--- config.mk ---
export PLATFORM = sky130hd
export DESIGN_NAME = timed_step_sequencer_unit
export DESIGN_NICKNAME = d
export VERILOG_FILES = /design/src/hdl/tss_pkg.sv /design/src/hdl/tss_cfg_regs.sv /design/src/hdl/tss_step_core.sv /design/src/hdl/timed_step_sequencer_unit.sv
export SDC_FILE = /design/constraint.sdc
export NUM_CORES = 1
export LEC_CHECK = 0
export ABC_AREA = 1
export BUFFER_PORTS_ARGS = -buffer_cell sky130_fd_sc_hd__buf_2
export CELL_PAD_IN_SITES_DETAIL_PLACEMENT = 1
export CELL_PAD_IN_SITES_GLOBAL_PLACEMENT = 2
export CORE_MARGIN = 4
export CORE_UTILIZATION = 39
export CTS_CLUSTER_SIZE = 14
export DETAILED_ROUTE_END_ITERATION = 16
export HOLD_SLACK_MARGIN = 0.05
export PLACE_DENSITY_LB_ADDON = 0.1
export SYNTH_ARGS = -nofsm -noshare
export SYNTH_HDL_FRONTEND = slang
export SYNTH_HIERARCHICAL = 1
export SYNTH_SLANG_ARGS = --single-unit
export TNS_END_PERCENT = 20
--- constraint.sdc ---
create_clock -name clk -period 8.38 [get_ports clk]
set_input_delay 1.676 -clock clk [delete_from_list [all_inputs] [get_ports clk]]
set_output_delay 1.676 -clock clk [all_outputs]
set_load 0.05 [all_outputs]
--- src/hdl/tss_pkg.sv ---
package tss_pkg;

    // step codes as seen on the result
    typedef logic [3:0] step_code_t;

    localparam step_code_t STEP_S0  = 4'd0;
    localparam step_code_t STEP_S10 = 4'd1;
    localparam step_code_t STEP_S11 = 4'd2;
    localparam step_code_t STEP_S20 = 4'd3;
    localparam step_code_t STEP_S21 = 4'd4;
    localparam step_code_t STEP_S30 = 4'd5;
    localparam step_code_t STEP_S31 = 4'd6;
    localparam step_code_t STEP_S40 = 4'd7;
    localparam step_code_t STEP_S41 = 4'd8;
    localparam step_code_t STEP_S42 = 4'd9;
    localparam step_code_t STEP_S50 = 4'd10;
    localparam step_code_t STEP_S51 = 4'd11;

    // configuration register indexes
    typedef logic [1:0] cfg_index_t;

    localparam cfg_index_t CFG_RUN_ENABLE      = 2'd0;
    localparam cfg_index_t CFG_RETURN_OVERRIDE = 2'd1;
    localparam cfg_index_t CFG_FIRST_HOLD      = 2'd2;
    localparam cfg_index_t CFG_SECOND_HOLD     = 2'd3;

    localparam logic [31:0] HOLD_RESET_TICKS = 32'd10000;
    localparam logic [31:0] TICKS_MAX        = 32'hFFFF_FFFF;

    // relay drive vector: vv vj vr m ecl v1 v2 at bits 0..6
    localparam int RELAY_BITS = 7;
    typedef logic [RELAY_BITS-1:0] relay_vec_t;

    typedef struct packed {
        logic read_ok;
        logic contact_a;
        logic contact_b;
        logic return_in;
    } in_item_t;

    typedef struct packed {
        step_code_t step_code;
        logic       relay_vv;
        logic       relay_vj;
        logic       relay_vr;
        logic       relay_m;
        logic       relay_ecl;
        logic       relay_v1;
        logic       relay_v2;
        logic       step_changed;
        logic       timer_running;
        logic       at_rest;
    } out_item_t;

    typedef struct packed {
        logic        run_enable;
        logic        return_override;
        logic [31:0] first_hold_ticks;
        logic [31:0] second_hold_ticks;
    } cfg_t;

    typedef struct packed {
        step_code_t  step;
        logic        timer_active;
        logic [31:0] timer_ticks;
    } seq_state_t;

    // relay pattern for each step, unknown codes drive nothing
    function automatic relay_vec_t relay_decode(input step_code_t step);
        relay_vec_t r;
        case (step)
            STEP_S0:  r = 7'h01;
            STEP_S10: r = 7'h52;
            STEP_S11: r = 7'h7C;
            STEP_S20: r = 7'h32;
            STEP_S21: r = 7'h32;
            STEP_S30: r = 7'h32;
            STEP_S31: r = 7'h7C;
            STEP_S40: r = 7'h12;
            STEP_S41: r = 7'h52;
            STEP_S42: r = 7'h32;
            STEP_S50: r = 7'h52;
            STEP_S51: r = 7'h52;
            default:  r = 7'h00;
        endcase
        return r;
    endfunction

endpackage

--- src/hdl/tss_cfg_regs.sv ---
module tss_cfg_regs (
    input  logic                clk,
    input  logic                rst_n,
    input  logic                cfg_valid,
    output logic                cfg_ready,
    input  tss_pkg::cfg_index_t cfg_index,
    input  logic [31:0]         cfg_data,
    output tss_pkg::cfg_t       cfg
);
    import tss_pkg::*;

    cfg_t cfg_reg;

    assign cfg_ready = 1'b1;
    assign cfg        = cfg_reg;

    // register writes
    always_ff @(posedge clk or negedge rst_n)
    begin
        if (!rst_n)
        begin
            cfg_reg.run_enable        <= 1'b0;
            cfg_reg.return_override   <= 1'b0;
            cfg_reg.first_hold_ticks  <= HOLD_RESET_TICKS;
            cfg_reg.second_hold_ticks <= HOLD_RESET_TICKS;
        end
        else if (cfg_valid)
        begin
            case (cfg_index)
                CFG_RUN_ENABLE:      cfg_reg.run_enable        <= cfg_data[0];
                CFG_RETURN_OVERRIDE: cfg_reg.return_override   <= cfg_data[0];
                CFG_FIRST_HOLD:      cfg_reg.first_hold_ticks  <= cfg_data;
                CFG_SECOND_HOLD:     cfg_reg.second_hold_ticks <= cfg_data;
                default:             cfg_reg <= cfg_reg;
            endcase
        end
    end

endmodule

--- src/hdl/tss_step_core.sv ---
module tss_step_core (
    input  tss_pkg::in_item_t   item,
    input  tss_pkg::cfg_t       cfg,
    input  tss_pkg::seq_state_t cur,
    output tss_pkg::seq_state_t nxt,
    output tss_pkg::out_item_t  result
);
    import tss_pkg::*;

    logic        ret;
    logic        both_off;
    logic [31:0] ticks;
    relay_vec_t  relays;

    // tick timer, step transition and result decode
    always_comb
    begin
        ret      = item.return_in | cfg.return_override;
        both_off = !item.contact_a && !item.contact_b;

        // active timer counts every tick, saturating
        ticks = cur.timer_ticks;
        if (cur.timer_active && (cur.timer_ticks != TICKS_MAX))
        begin
            ticks = cur.timer_ticks + 32'd1;
        end

        nxt.step         = cur.step;
        nxt.timer_active = cur.timer_active;
        nxt.timer_ticks  = ticks;

        if (cfg.run_enable && item.read_ok)
        begin
            case (cur.step)
                STEP_S0:
                begin
                    if (item.contact_a)
                        nxt.step = STEP_S10;
                    else if (item.contact_b)
                        nxt.step = STEP_S30;
                end
                STEP_S10:
                begin
                    if (both_off)
                    begin
                        nxt.step         = STEP_S11;
                        nxt.timer_active = 1'b1;
                        nxt.timer_ticks  = '0;
                    end
                end
                STEP_S11:
                begin
                    if (cur.timer_active && (ticks >= cfg.first_hold_ticks))
                    begin
                        nxt.timer_active = 1'b0;
                        nxt.step         = ret ? STEP_S40 : STEP_S20;
                    end
                end
                STEP_S20:
                begin
                    if (item.contact_b)
                        nxt.step = STEP_S21;
                end
                STEP_S40:
                begin
                    if (item.contact_a)
                        nxt.step = STEP_S41;
                    else if (item.contact_b)
                        nxt.step = STEP_S42;
                end
                STEP_S21, STEP_S41, STEP_S42, STEP_S51:
                begin
                    if (both_off)
                        nxt.step = STEP_S0;
                end
                STEP_S30:
                begin
                    if (both_off)
                    begin
                        nxt.step         = STEP_S31;
                        nxt.timer_active = 1'b1;
                        nxt.timer_ticks  = '0;
                    end
                end
                STEP_S31:
                begin
                    if (cur.timer_active && (ticks >= cfg.second_hold_ticks))
                    begin
                        nxt.timer_active = 1'b0;
                        nxt.step         = ret ? STEP_S40 : STEP_S50;
                    end
                end
                STEP_S50:
                begin
                    if (item.contact_a)
                        nxt.step = STEP_S51;
                end
                default:
                begin
                    nxt.step = STEP_S0;
                end
            endcase
        end

        // result fields from the new step
        relays               = relay_decode(nxt.step);
        result.step_code     = nxt.step;
        result.relay_vv      = relays[0];
        result.relay_vj      = relays[1];
        result.relay_vr      = relays[2];
        result.relay_m       = relays[3];
        result.relay_ecl     = relays[4];
        result.relay_v1      = relays[5];
        result.relay_v2      = relays[6];
        result.step_changed  = (nxt.step != cur.step);
        result.timer_running = nxt.timer_active;
        result.at_rest       = (nxt.step == STEP_S0);
    end

endmodule

--- src/hdl/timed_step_sequencer_unit.sv ---
// Timed step sequencer: one request per millisecond tick, one result per request.
// A request is captured in an input register; from there the step logic updates
// the step and hold timer and loads the result register. A new request is taken
// every cycle as long as the result register is free or being taken in the same
// cycle, so the sustained rate is one request per clock. Configuration writes are
// accepted in every cycle and should be made only while no request is in flight.
module timed_step_sequencer_unit (
    input  logic                clk,
    input  logic                rst_n,
    input  logic                in_valid,
    output logic                in_ready,
    input  tss_pkg::in_item_t   in_data,
    output logic                out_valid,
    input  logic                out_ready,
    output tss_pkg::out_item_t  out_data,
    input  logic                cfg_valid,
    output logic                cfg_ready,
    input  tss_pkg::cfg_index_t cfg_index,
    input  logic [31:0]         cfg_data
);
    import tss_pkg::*;

    cfg_t       cfg;
    in_item_t   in_item_reg;
    logic       in_valid_reg;
    out_item_t  out_item_reg;
    out_item_t  result_next;
    logic       out_valid_reg;
    seq_state_t state_reg;
    seq_state_t state_next;
    logic       advance;

    tss_cfg_regs u_cfg (
        .clk       (clk),
        .rst_n     (rst_n),
        .cfg_valid (cfg_valid),
        .cfg_ready (cfg_ready),
        .cfg_index (cfg_index),
        .cfg_data  (cfg_data),
        .cfg       (cfg)
    );

    tss_step_core u_core (
        .item   (in_item_reg),
        .cfg    (cfg),
        .cur    (state_reg),
        .nxt    (state_next),
        .result (result_next)
    );

    // request moves into the result register when that register is free or being taken
    assign advance   = in_valid_reg && (!out_valid_reg || out_ready);
    assign in_ready  = !in_valid_reg || advance;
    assign out_valid = out_valid_reg;
    assign out_data  = out_item_reg;

    // input register
    always_ff @(posedge clk or negedge rst_n)
    begin
        if (!rst_n)
        begin
            in_valid_reg <= 1'b0;
        end
        else if (in_ready)
        begin
            in_valid_reg <= in_valid;
        end
    end

    always_ff @(posedge clk)
    begin
        if (in_ready && in_valid)
        begin
            in_item_reg <= in_data;
        end
    end

    // sequencer state
    always_ff @(posedge clk or negedge rst_n)
    begin
        if (!rst_n)
        begin
            state_reg.step         <= STEP_S0;
            state_reg.timer_active <= 1'b0;
            state_reg.timer_ticks  <= '0;
        end
        else if (advance)
        begin
            state_reg <= state_next;
        end
    end

    // result register
    always_ff @(posedge clk or negedge rst_n)
    begin
        if (!rst_n)
        begin
            out_valid_reg <= 1'b0;
        end
        else if (advance)
        begin
            out_valid_reg <= 1'b1;
        end
        else if (out_ready)
        begin
            out_valid_reg <= 1'b0;
        end
    end

    always_ff @(posedge clk)
    begin
        if (advance)
        begin
            out_item_reg <= result_next;
        end
    end

endmodule
## Yosys cells after proc, flatten, opt, wreduce, memory -nomap -nowiden

Memory sizes are Yosys's and may differ from the RTL's. A register that Yosys moved wholly into a read port is not among the register bits.
Index checks and enable logic that the tools add are counted.

| operators by class | value |
|---|---|
| order comparisons | 2 |
| equality and inequality tests | 16 |
| mux-type cells | 20 |
| add/sub/neg operators | 1 |
| reduce and logical (&&, ||, !) cells | 22 |
| bitwise logic cells | 1 |

Operators by type and width:

| kind | number |
|---|---|
| 37-bit two-way mux | 3 |
| 32-bit greater-or-equal comparator | 2 |
| 32-bit one-hot mux with 2 select lines | 1 |
| 4-bit one-hot mux with 9 select lines | 1 |
| 32-bit by 1-bit adder with 32-bit output, second input constant | 1 |
| 32-bit two-way mux | 1 |
| 4-bit two-way mux | 8 |
| 32-bit inequality test, second input constant | 1 |
| 4-bit by 3-bit equality test with 1-bit output, second input constant | 4 |
| 4-bit equality test, second input constant | 4 |
| 5-bit two-way mux | 2 |
| 4-bit by 2-bit equality test with 1-bit output, second input constant | 2 |
| 4-bit logical NOT | 2 |
| 2-bit AND reduction | 4 |
| 1-bit logical AND | 7 |
| 2-bit equality test, second input constant | 2 |
| 4-bit by 1-bit equality test with 1-bit output, second input constant | 1 |
| 1-bit logical NOT | 4 |
| 4-bit inequality test | 1 |
| 1-bit one-hot mux with 4 select lines | 1 |
| 4-bit OR reduction | 1 |
| 3-bit two-way mux | 1 |
| 2-bit by 1-bit equality test with 1-bit output, second input constant | 1 |
| 2-bit logical NOT | 1 |
| other kinds (4) | 6 |

| word-level totals | value |
|---|---|
| output and inout bits | 17 |
| ROM bits | 112 |
| memories kept | 1 |
| logic and storage cells | 80 |
| flip-flop bits (word level) | 116 |
| input bits | 43 |

Memory list:

| name | depth | bits a word | rd ports | clocked after memory_dff | wr ports | line | RTL |
|---|---|---|---|---|---|---|---|
| (no name shown) | 16 | 7 | 1 | 1 | 0 | tss_pkg.sv:71 | `case (step)` |

## Depth between registers and ports, before layout

Gate-level depths: netlist of run 1.

| depth | value |
|---|---|
| word-level depth | 9 |
| depth in mapped cells | 35 |
| depth with buffers taken out | 35 |

## Modules after synthesis

The synthesis of run 1 kept the hierarchy.

Modules (own cells, without submodules):

| module | sequential area each (µm²) | instances | area an instance (µm²) | cells each |
|---|---|---|---|---|
| tss_step_core | 0.0 | 1 | 3,533.4 | 634 |
| tss_cfg_regs | 1,664.1 | 1 | 2,746.4 | 301 |
| timed_step_sequencer_unit | 1,516.5 | 1 | 2,110.8 | 189 |

## Worst setup path after synthesis of run 1

Ideal clock, no wire load.

| timing path | value |
|---|---|
| path kind | register to register |
| from | register state_reg[0] (netlist name) |
| to | register out_data[3] (netlist name) |
| stages on the path, launching flop included | 34 |
| setup time | 256 ps |
| arrival | 3,678 ps |
| period minus slack after synthesis | 3,934 ps |
| path buffers | 0 |
| path slack | 4,446 ps |
| required time | 8,124 ps |
| path through | dfrtp_1 -> ha_1 -> inv_1 -> nor2_1 -> nand2_2 -> nor2_1 -> nand3_2 -> nand2_4 -> inv_4 -> nand4_4 -> nor3_4 -> inv_2 -> nor2_4 -> nand3_1 -> xor2_1 -> inv_1 -> ha_1 -> nand2_1 -> nor2_1 -> nand2_1 -> nor4_1 -> nand2_1 -> nand2_1 -> nand2_1 -> nand2_1 -> nand3_1 -> nand2_1 -> nand2_1 -> nand2_1 -> inv_2 -> ha_1 -> nand2_1 -> nand3_1 -> o21ai_1 |

RTL lines:

| element | line | RTL |
|---|---|---|
| start: declaration | timed_step_sequencer_unit.sv:29 | `seq_state_t state_reg;` |
| start signal: assignment | timed_step_sequencer_unit.sv:89 | `state_reg <= state_next;` |

==> results.txt, run 1 <==
----------------------------------------------------
[Run status]
  Outcome ... finished, final reports clean

[Critical path]
  Crit Path Class ... reg2reg
  Number of cell instances on the worst register-to-register path ... 34
  Arrival time of data at the critical path endpoint ... 4.94 ns
  Max Fanout on Critical Path ... 8
  Capturing point of the worst reg2reg path ... out_data[3]
  Sort of element at the end of the critical path ... flop
  Highest-delay cell along the critical path ... sky130_fd_sc_hd__dfrtp_1
  Worst EP required ... 8.56 ns
  Cell seen most often among critical-path stages ... sky130_fd_sc_hd__nand2_1
  CP peak stage delay ... 0.41 ns
  Flop-to-flop setup slack ... 3.62 ns
  Crit path launch type ... flop
  Critical register-to-register path startpoint ... state_reg[0]

[Floorplan]
  Placeable core area ... around 0.021 mm2
  Cell row count ... 53
  Initial Util ... 0.398
  Num ports ... 60
  Die Ht ... 155 um
  Chip width ... between 150 and 200 um
  Overall die area ... ~0.024 mm2

[Power and ir drop]
  Clock power share ... 0.356
  Peak supply drop ... 117 uV
  Total power density per cell area ... 250 mW/mm2
  Leak Pwr ... 5.14 nW
  Internal Power ... 1.48 mW
  Share of power burned in combinational logic ... 0.304
  Reported net switching power ... 878 uW
  Share of total power in sequential cells ... 0.340
  Total power of the final layout ... approximately 2.4 mW
  Switching power as a share of total power ... 0.373

[Finish]
  Max FFs per register ... 66
  Area Overhead vs Synth ... 12.2%
  Final Net Count ... 1264
  Ant diodes ... 0
  Most common cell after layout, fill and taps aside ... sky130_fd_sc_hd__nand2_1
  Final cell count without fillers ... 1440
  Share of cells above drive strength 1 ... 0.126
  Util after Layout ... 0.446
  Final instance area ... about 0.0094 mm2
  Area of combinational cells with multiple inputs ... 0.00429 mm2
  Fill cell total of the finished layout ... 2678
  Footprint of the flip-flops and latches ... 0.00318 mm2
  Commonest cells after routing, fill and taps aside ... sky130_fd_sc_hd__nand2_1, sky130_fd_sc_hd__inv_1, sky130_fd_sc_hd__dfrtp_1, sky130_fd_sc_hd__nor2_1, sky130_fd_sc_hd__nand4_1

[Place]
  Number of instances in the placed design ... between 1k and 1.5k
  Worst slack after detailed placement ... 3.67 ns
  Final RePlAce weighted congestion ... ~0.85
  Standard cell area after detailed placement ... 0.00875 mm2
  Number of buffers added on ports ... 58
  Half-perimeter wire length after detailed placement ... ~17 mm

[Global route]
  Met1 track demand over resource ... 0.282
  GRT Max-Usage Layer ... met2
  Met2 track demand over resource ... 0.347
  Initial antenna violation count ... 0
  Remaining Overflow, GRT ... 0
  Largest net degree at the start of global routing ... 71
  Met3 Track Usage GR ... 0.0372
  First-pass GRT wire length ... 40.1 mm
  Number of global-route vias before repair ... 7667
  Overall fraction of global-route tracks in use ... 0.208

[Clock tree]
  Count of H-tree levels built during CTS ... 4
  Number of CTS-inserted buffers ... 17
  CTS hold repair buffers ... 0
  Clock-pin transition on the worst setup and hold timing paths ... 0.06 ns
  CTS Root Buffer Type ... sky130_fd_sc_hd__clkbuf_16
  CTS tree ... built
  Clock insertion delay at the later pin of the skew report ... 0.43 ns
  Clock sinks ... 123
  Post-cts gate resize count ... 0
  Worst-case clock buffer depth ... 2
  Post-CTS setup repair buffer count ... 0

[Timing]
  WHS ... 0.464 ns
  Setup slack of the critical path after layout ... 3.62 ns
  # setup viols final ... 0
  Maximum operating frequency ... ~0.21 GHz
  Portion of the clock cycle consumed by the worst path in the final layout ... 0.567
  Total count of hold-check failures in the final report ... 0
  Post-Route Setup TNS ... 0 ns
  Max-slew violation total from the final report ... 0
  Unrepaired setup endpoints after global routing ... no
  Headroom to the max-slew limit ... 0.411
  Period minus WS final ... 4.76 ns
  Fin Clk Skew ... 0.0174 ns
  Slew of the pin with the lowest slew margin ... 0.882 ns

[Drt]
  Pre-Repair DR Iteration Count ... 4
  Number of remaining DRC errors ... 0
  Antenna Violating Nets Remaining ... 0
  Detail-routed net length per standard cell ... between 15 and 20 um
  Overall via count from detail_route ... 7246
  Vias per Instance ... between 5 and 6
  Iteration-0 DRC Markers ... 267
  Routed Wire Length ... approximately 24 mm

[Hold path]
  Hold Path Origin ... u_cfg/cfg[40]
  Number of stages on the worst hold path ... 2
  Terminating pin of the worst hold path ... u_cfg/cfg[40]
  Hold Crit Class ... reg2reg

[Synthesis]
  Sequential element share of the synthesized area ... 0.379
  EDFF count, synth ... 18
  Netlist Area Pre-Place ... approximately 0.0084 mm2
  Total nets after synthesis ... 1236
  Yosys reg bits ... around 120
  Cell count after synthesis ... 1124
  Share of flip-flops with an asynchronous set or reset after synthesis ... 0.854
  Synth cell types ... 47
  Post-Synthesis Mean Instance Area ... 7.46 um2
  Primary flip-flop cell chosen by synthesis mapping ... sky130_fd_sc_hd__dfrtp_1
  Yosys synthesis warning count ... 6

[Run]
  Max_cap viols ... 0

----------------------------------------------------
-- cell type report --
| class | count | area share |
|---|---|---|
| multi-input combinational | 786 | 0.455 |
| sequential | 123 | 0.338 |
| inverter | 161 | 0.0645 |
| clock buffer | 19 | 0.0481 |
| tap | 275 | 0.0366 |
| timing repair buffer | 63 | 0.0351 |
| clock inverter | 13 | 0.0226 |
-- routing by layer --
metal	vias to the layer above	wire, um
li1	3655	-
met1	3476	11800
met2	91	11100
met3	24	634
met4	0	296
met5	-	0
-- critical path: cells and delay by family (launching register included) --
family	cells	cell delay, ns
fa+ha+maj	3	0.74
buf+inv	6	0.54
flops	1	0.41
simple gates	23	2.56
compound gates	1	0.06
xor+xnor	1	0.22
-- kinds of logic (layout without fill, tap and decap cells) --
logic type,Yosys count,in the layout,share of synthesized area
and+or+nand+nor,620,620,0.330
buffers and inverters,215,256,0.111
DFF,123,123,0.379
adders and majority gates,69,69,0.103
AOI/OAI and AO/OA,66,66,0.0429
xor gates and xnor gates,30,30,0.0331
other,1,1,0.000447
-- worst max path at each step --
| stage | startpoint | to | slack [ns] | cells after the start |
|---|---|---|---|---|
| floorplan | state_reg[0] | out_data[3] | 4.45 | 33 |
| global placement | state_reg[0] | out_data[3] | 3.73 | 33 |
| detailed placement | state_reg[0] | out_data[3] | 3.67 | 34 |
| global route | state_reg[0] | out_data[3] | 3.14 | 34 |
| finish | state_reg[0] | out_data[3] | 3.62 | 34 |
| CTS | state_reg[0] | out_data[3] | 3.63 | 34 |
-- cell usage after synthesis, types with 2 or more instances --
| cell | n | area share |
|---|---|---|
| sky130_fd_sc_hd__o21a_1 | 3 | 0.0027 |
| sky130_fd_sc_hd__nand3_2 | 2 | 0.0024 |
| sky130_fd_sc_hd__dfstp_2 | 10 | 0.031 |
| sky130_fd_sc_hd__inv_1 | 147 | 0.066 |
| sky130_fd_sc_hd__buf_4 | 15 | 0.013 |
| sky130_fd_sc_hd__a21oi_1 | 37 | 0.022 |
| sky130_fd_sc_hd__nor4_1 | 4 | 0.0030 |
| sky130_fd_sc_hd__o21ai_0 | 15 | 0.0089 |
| sky130_fd_sc_hd__nand3_1 | 68 | 0.041 |
| sky130_fd_sc_hd__ha_1 | 69 | 0.10 |
| sky130_fd_sc_hd__buf_6 | 5 | 0.0067 |
| sky130_fd_sc_hd__o21ai_1 | 4 | 0.0024 |
| sky130_fd_sc_hd__edfxtp_1 | 18 | 0.064 |
| sky130_fd_sc_hd__xnor2_1 | 4 | 0.0042 |
| sky130_fd_sc_hd__clkbuf_1 | 8 | 0.0036 |
| sky130_fd_sc_hd__nor2_2 | 2 | 0.0015 |
| sky130_fd_sc_hd__nor3_2 | 2 | 0.0024 |
| sky130_fd_sc_hd__buf_2 | 25 | 0.015 |
| sky130_fd_sc_hd__nand4_1 | 76 | 0.057 |
| sky130_fd_sc_hd__nor2_1 | 94 | 0.042 |
| sky130_fd_sc_hd__dfrtp_1 | 95 | 0.28 |
| sky130_fd_sc_hd__nor3_1 | 14 | 0.0084 |
| sky130_fd_sc_hd__inv_2 | 13 | 0.0058 |
| sky130_fd_sc_hd__xor2_1 | 24 | 0.025 |
| sky130_fd_sc_hd__nand2_2 | 8 | 0.0060 |
| sky130_fd_sc_hd__nand2_4 | 2 | 0.0027 |
| sky130_fd_sc_hd__nand2_1 | 340 | 0.15 |
-- power by group through the flow --
| stage | registers [mW] | logic [mW] | clock network [mW] |
|---|---|---|---|
| 6_report | 0.801 | 0.717 | 0.839 |
| 4_1_cts | 0.803 | 0.725 | 0.858 |
| 2_1_floorplan | 0.876 | 0.472 | 0 |
| 5_1_grt | 0.815 | 0.820 | 0.890 |
| 3_3_place_gp | 0.808 | 0.707 | 0 |
| 3_5_place_dp | 0.812 | 0.714 | 0 |
Note: power is estimated with default switching activity, not from simulation.
==> run 2, diff against run 1 <==
Settings changed: ABC_AREA 1 to 0, CORE_UTILIZATION 39 to 36.
Clock period 8.38 ns to 4.3 ns, I/O delays scaled along.
==> run 2 against run 1 <==
First-iteration DRC count is 37% lower. Clock power is 76% higher. Clock skew decreased by 0.0080 ns. The flow now finishes with violations (setup timing). Via count shrank 16%. Combinational power rose by 100%. Highest routed layer unchanged. Non-clock buffer count grew 126. Critical path depth down 14. Design area rose by 12%. Sequential power grew 95%.
==> results.txt, run 2 <==
----------------------------------------------------
[Global route]
  Remaining Overflow, GRT ... 0 (unchanged)
  First-pass GRT wire length ... 34.9 mm (was 40.1 mm)
  Overall fraction of global-route tracks in use ... 0.179 (was 0.208)
  Initial antenna violation count ... 0 (unchanged)
  Number of global-route vias before repair ... 6785 (was 7667)
  Largest net degree at the start of global routing ... 61 (was 71)

[Synthesis]
  Top cells by area in the synthesized netlist ... sky130_fd_sc_hd__dfrtp_1, sky130_fd_sc_hd__ha_1, sky130_fd_sc_hd__mux2_4 (was sky130_fd_sc_hd__dfrtp_1, sky130_fd_sc_hd__nand2_1, sky130_fd_sc_hd__ha_1)
  Portion of synthesized cell area occupied by the leading cell type ... 0.297 (was 0.283)
  Yosys synthesis warning count ... 6 (unchanged)
  Netlist Area Pre-Place ... 0.00801 mm2 (was 0.00839 mm2)
  EDFF count, synth ... 18 (unchanged)
  Post-Synthesis Mean Instance Area ... 10.5 um2 (was 7.46 um2)
  Library cell with the highest instance count after synthesis ... sky130_fd_sc_hd__inv_1 (was sky130_fd_sc_hd__nand2_1)
  Primary flip-flop cell chosen by synthesis mapping ... sky130_fd_sc_hd__dfrtp_1 (unchanged)
  Yosys reg bits ... 123 (unchanged)
  Share of flip-flops with an asynchronous set or reset after synthesis ... 0.854 (unchanged)
  Total nets after synthesis ... 872 (was 1236)
  Sequential element share of the synthesized area ... 0.397 (was 0.379)
  Cell count after synthesis ... 760 (was 1124)
  Synth cell types ... 75 (was 47)
  Commonest cells in the netlist ... sky130_fd_sc_hd__inv_1, sky130_fd_sc_hd__dfrtp_1, sky130_fd_sc_hd__ha_1, sky130_fd_sc_hd__nor2_1, sky130_fd_sc_hd__mux2_4 (was sky130_fd_sc_hd__nand2_1, sky130_fd_sc_hd__inv_1, sky130_fd_sc_hd__dfrtp_1, sky130_fd_sc_hd__nor2_1, sky130_fd_sc_hd__nand4_1)
  Largest area contributor in the synthesized netlist ... sky130_fd_sc_hd__dfrtp_1 (unchanged)

[Finish]
  Fill cell total of the finished layout ... 2397 (was 2678)
  Max FFs per register ... 66 (unchanged)
  Util after Layout ... 0.481 (was 0.446)
  Final cell count without fillers ... 1233 (was 1440)
  Most common cell after layout, fill and taps aside ... sky130_fd_sc_hd__buf_4 (was sky130_fd_sc_hd__nand2_1)
  Final instance area ... 0.0105 mm2 (was 0.00941 mm2)
  Ant diodes ... 0 (unchanged)
  Commonest cells after routing, fill and taps aside ... sky130_fd_sc_hd__buf_4, sky130_fd_sc_hd__inv_1, sky130_fd_sc_hd__dfrtp_1, sky130_fd_sc_hd__ha_1, sky130_fd_sc_hd__buf_2 (was sky130_fd_sc_hd__nand2_1, sky130_fd_sc_hd__inv_1, sky130_fd_sc_hd__dfrtp_1, sky130_fd_sc_hd__nor2_1, sky130_fd_sc_hd__nand4_1)
  Area Overhead vs Synth ... 31.1% (was 12.2%)
  Share of cells above drive strength 1 ... 0.411 (was 0.126)
  Final Net Count ... 1052 (was 1264)

[Floorplan]
  Cell row count ... 54 (was 53)
  Placeable core area ... 0.0218 mm2 (was 0.0211 mm2)
  Num ports ... 60 (unchanged)
  Initial Util ... 0.367 (was 0.398)
  Die Ht ... 157 um (was 155 um)
  Overall die area ... 0.0247 mm2 (was 0.0239 mm2)
  Chip width ... 157 um (was 155 um)

[Power and ir drop]
  Peak supply drop ... 257 uV (was 117 uV)
  Total power density per cell area ... 428 mW/mm2 (was 250 mW/mm2)
  Total power of the final layout ... 4.49 mW (was 2.36 mW)
  Leak Pwr ... 5.29 nW (was 5.14 nW)

[Place]
  Final RePlAce weighted congestion ... 0.823 (was 0.852)
  Standard cell area after detailed placement ... 0.00930 mm2 (was 0.00875 mm2)
  Number of buffers added on ports ... 58 (unchanged)
  Number of instances in the placed design ... 1181 (was 1408)
  Worst slack after detailed placement ... -0.582 ns (was 3.67 ns)
  Half-perimeter wire length after detailed placement ... 15.1 mm (was 16.6 mm)

[Timing]
  Max-slew violation total from the final report ... 0 (unchanged)
  Slew of the pin with the lowest slew margin ... 1.04 ns (was 0.882 ns)
  Period minus WS final ... 4.41 ns (was 4.76 ns)
  Total count of hold-check failures in the final report ... 0 (unchanged)
  Setup slack of the critical path after layout ... -0.108 ns (was 3.62 ns)
  Unrepaired setup endpoints after global routing ... yes (was no)
  WHS ... 0.488 ns (was 0.464 ns)
  Post-Route Setup TNS ... -0.435 ns (was 0 ns)
  Maximum operating frequency ... 0.227 GHz (was 0.210 GHz)
  # setup viols final ... 6 (was 0)
  Portion of the clock cycle consumed by the worst path in the final layout ... 1.03 (was 0.567)
  Fin Clk Skew ... 0.00938 ns (was 0.0174 ns)
  Headroom to the max-slew limit ... 0.303 (was 0.411)

[Critical path]
  Flop-to-flop setup slack ... -0.11 ns (was 3.62 ns)
  Critical register-to-register path startpoint ... state_reg[4] (was state_reg[0])
  Crit Path Class ... reg2reg (unchanged)
  Crit path launch type ... flop (unchanged)
  Sort of element at the end of the critical path ... flop (unchanged)
  Cell seen most often among critical-path stages ... sky130_fd_sc_hd__buf_4 (was sky130_fd_sc_hd__nand2_1)
  Capturing point of the worst reg2reg path ... out_data[3] (unchanged)
  Arrival time of data at the critical path endpoint ... 4.58 ns (was 4.94 ns)
  Worst EP required ... 4.47 ns (was 8.56 ns)
  Number of cell instances on the worst register-to-register path ... 20 (was 34)
  CP peak stage delay ... 0.64 ns (was 0.41 ns)
  Cell Chain, Critical Path ... and4_1 -> and4_4 -> nand4_4 -> or4_4 -> nor3_4 -> xnor2_2 -> inv_2 -> buf_6 -> ha_4 -> nand4_1 -> nor4_2 -> buf_4 -> and2_4 -> a21o_1 -> o31ai_4 -> buf_4 -> ha_1 -> inv_1 -> a211o_1 -> nand3_2
  Max Fanout on Critical Path ... 5 (was 8)
  Highest-delay cell along the critical path ... sky130_fd_sc_hd__or4_4 (was sky130_fd_sc_hd__dfrtp_1)

[Drt]
  Number of remaining DRC errors ... 0 (unchanged)
  Pre-Repair DR Iteration Count ... 4 (unchanged)
  Routed met1 length ... 9.52 mm (was 11.8 mm)
  Wire length on met2 ... 10.7 mm (was 11.1 mm)
  Overall via count from detail_route ... 6096 (was 7246)
  Iteration-0 DRC Markers ... 168 (was 267)
  Routed Wire Length ... 20.9 mm (was 23.7 mm)
  Detail-routed net length per standard cell ... 16.9 um (was 16.5 um)
  Vias per Instance ... 4.94 (was 5.03)
  Met3 wire length ... 476 um (was 634 um)
  Max Used Layer ... met4 (unchanged)
  Antenna Violating Nets Remaining ... 0 (unchanged)

[Run status]
  Outcome ... finished with violations (was finished, final reports clean)
  Violations in the final reports ... setup timing

[Hold path]
  Number of stages on the worst hold path ... 1 (was 2)
  Hold Crit Class ... reg2reg (unchanged)
  Terminating pin of the worst hold path ... u_cfg/cfg[37] (was u_cfg/cfg[40])
  Hold Path Origin ... u_cfg/cfg[37] (was u_cfg/cfg[40])

[Run]
  Max_cap viols ... 0 (unchanged)

[Clock tree]
  CTS hold repair buffers ... 0 (unchanged)
  CTS tree ... built (unchanged)
  Clock-pin transition on the worst setup and hold timing paths ... 0.06 ns (about the same)
  Clock sinks ... 123 (unchanged)
  CTS Root Buffer Type ... sky130_fd_sc_hd__clkbuf_16 (unchanged)
  Count of H-tree levels built during CTS ... 4 (unchanged)
  Number of CTS-inserted buffers ... 17 (unchanged)
  Clock insertion delay at the later pin of the skew report ... 0.42 ns (was 0.43 ns)
  Worst-case clock buffer depth ... 2 (unchanged)

----------------------------------------------------
## run 2: cell count changes in the layout (fill, tap and decap cells not counted), sizes merged, moves of 6 or more
cell / previous run / this run
buf: 63 / 189
nand3: 70 / 18
nor2b: 0 / 11
xor2: 25 / 10
inv: 164 / 109
and2: 1 / 7
nand4: 77 / 15
mux2: 0 / 103
nor2: 97 / 59
and4: 0 / 7
nand2b: 0 / 9
nand2: 350 / 39
xnor2: 5 / 22
## run 2: metal layers
metal / GRT usage / up-vias
met4: 0.0418 / 0
met3: 0.0363 / 16
met2: 0.311 / 57
met1: 0.229 / 3047
li1: - / 2976
met5: 0 / -
## run 2: logic make-up (layout without fill, tap and decap cells)
group,count (synthesis),count (layout),share of synthesized area
adders and majority gates,69,69,0.108
and+or+nand+nor,200,200,0.140
muxes,104,104,0.169
buffers and inverters,133,326,0.0722
AOI/OAI and AO/OA,98,98,0.0774
DFF,123,123,0.397
xor gates and xnor gates,32,32,0.0359
other,1,1,0.000468
## run 2: where the power goes
part	switching (mW)	internal (mW)	total [mW]
sequential	0.142	1.41	1.56
combinational	0.794	0.664	1.46
clock	0.567	0.909	1.48
## run 2: final cells by class
cell class / count / area, um2 / area share
Multi-Input combinational cell: 504 / 4670 / 0.445
Tap cell: 280 / 350 / 0.0334
Clock inverter: 12 / 136 / 0.0130
Clock buffer: 20 / 468 / 0.0446
Inverter: 105 / 399 / 0.0380
Timing Repair Buffer: 189 / 1290 / 0.123
Sequential cell: 123 / 3180 / 0.303
## run 2: how the worst max path moves through the flow
stage	endpoint	slack, ns	startpoint	cells past startpoint
floorplan	out_data[4]	0.02	state_reg[4]	17
global placement	state_reg[35]	-0.48	state_reg[7]	19
detailed placement	out_data[4]	-0.58	state_reg[7]	18
CTS	out_data[4]	-0.09	state_reg[4]	19
global route	out_data[3]	-0.37	state_reg[4]	20
finish	out_data[3]	-0.11	state_reg[4]	20
## run 2: what timing repair did
item,in CTS,in global routing
pin swaps,40,7
setup endpoints to repair,17,16
buffers inserted,17,5
gates resized for setup,62,34
## run 2: critical path, delay by kind of cell, from the launching register on
kind	cells	cell delay, ns
adder cells (fa/ha/maj)	2	0.46
AO/OA/AOI/OAI	3	0.39
XOR/XNOR	1	0.17
flip-flops	1	0.34
buffers and inverters	5	0.62
AND/OR/NAND/NOR	9	2.17
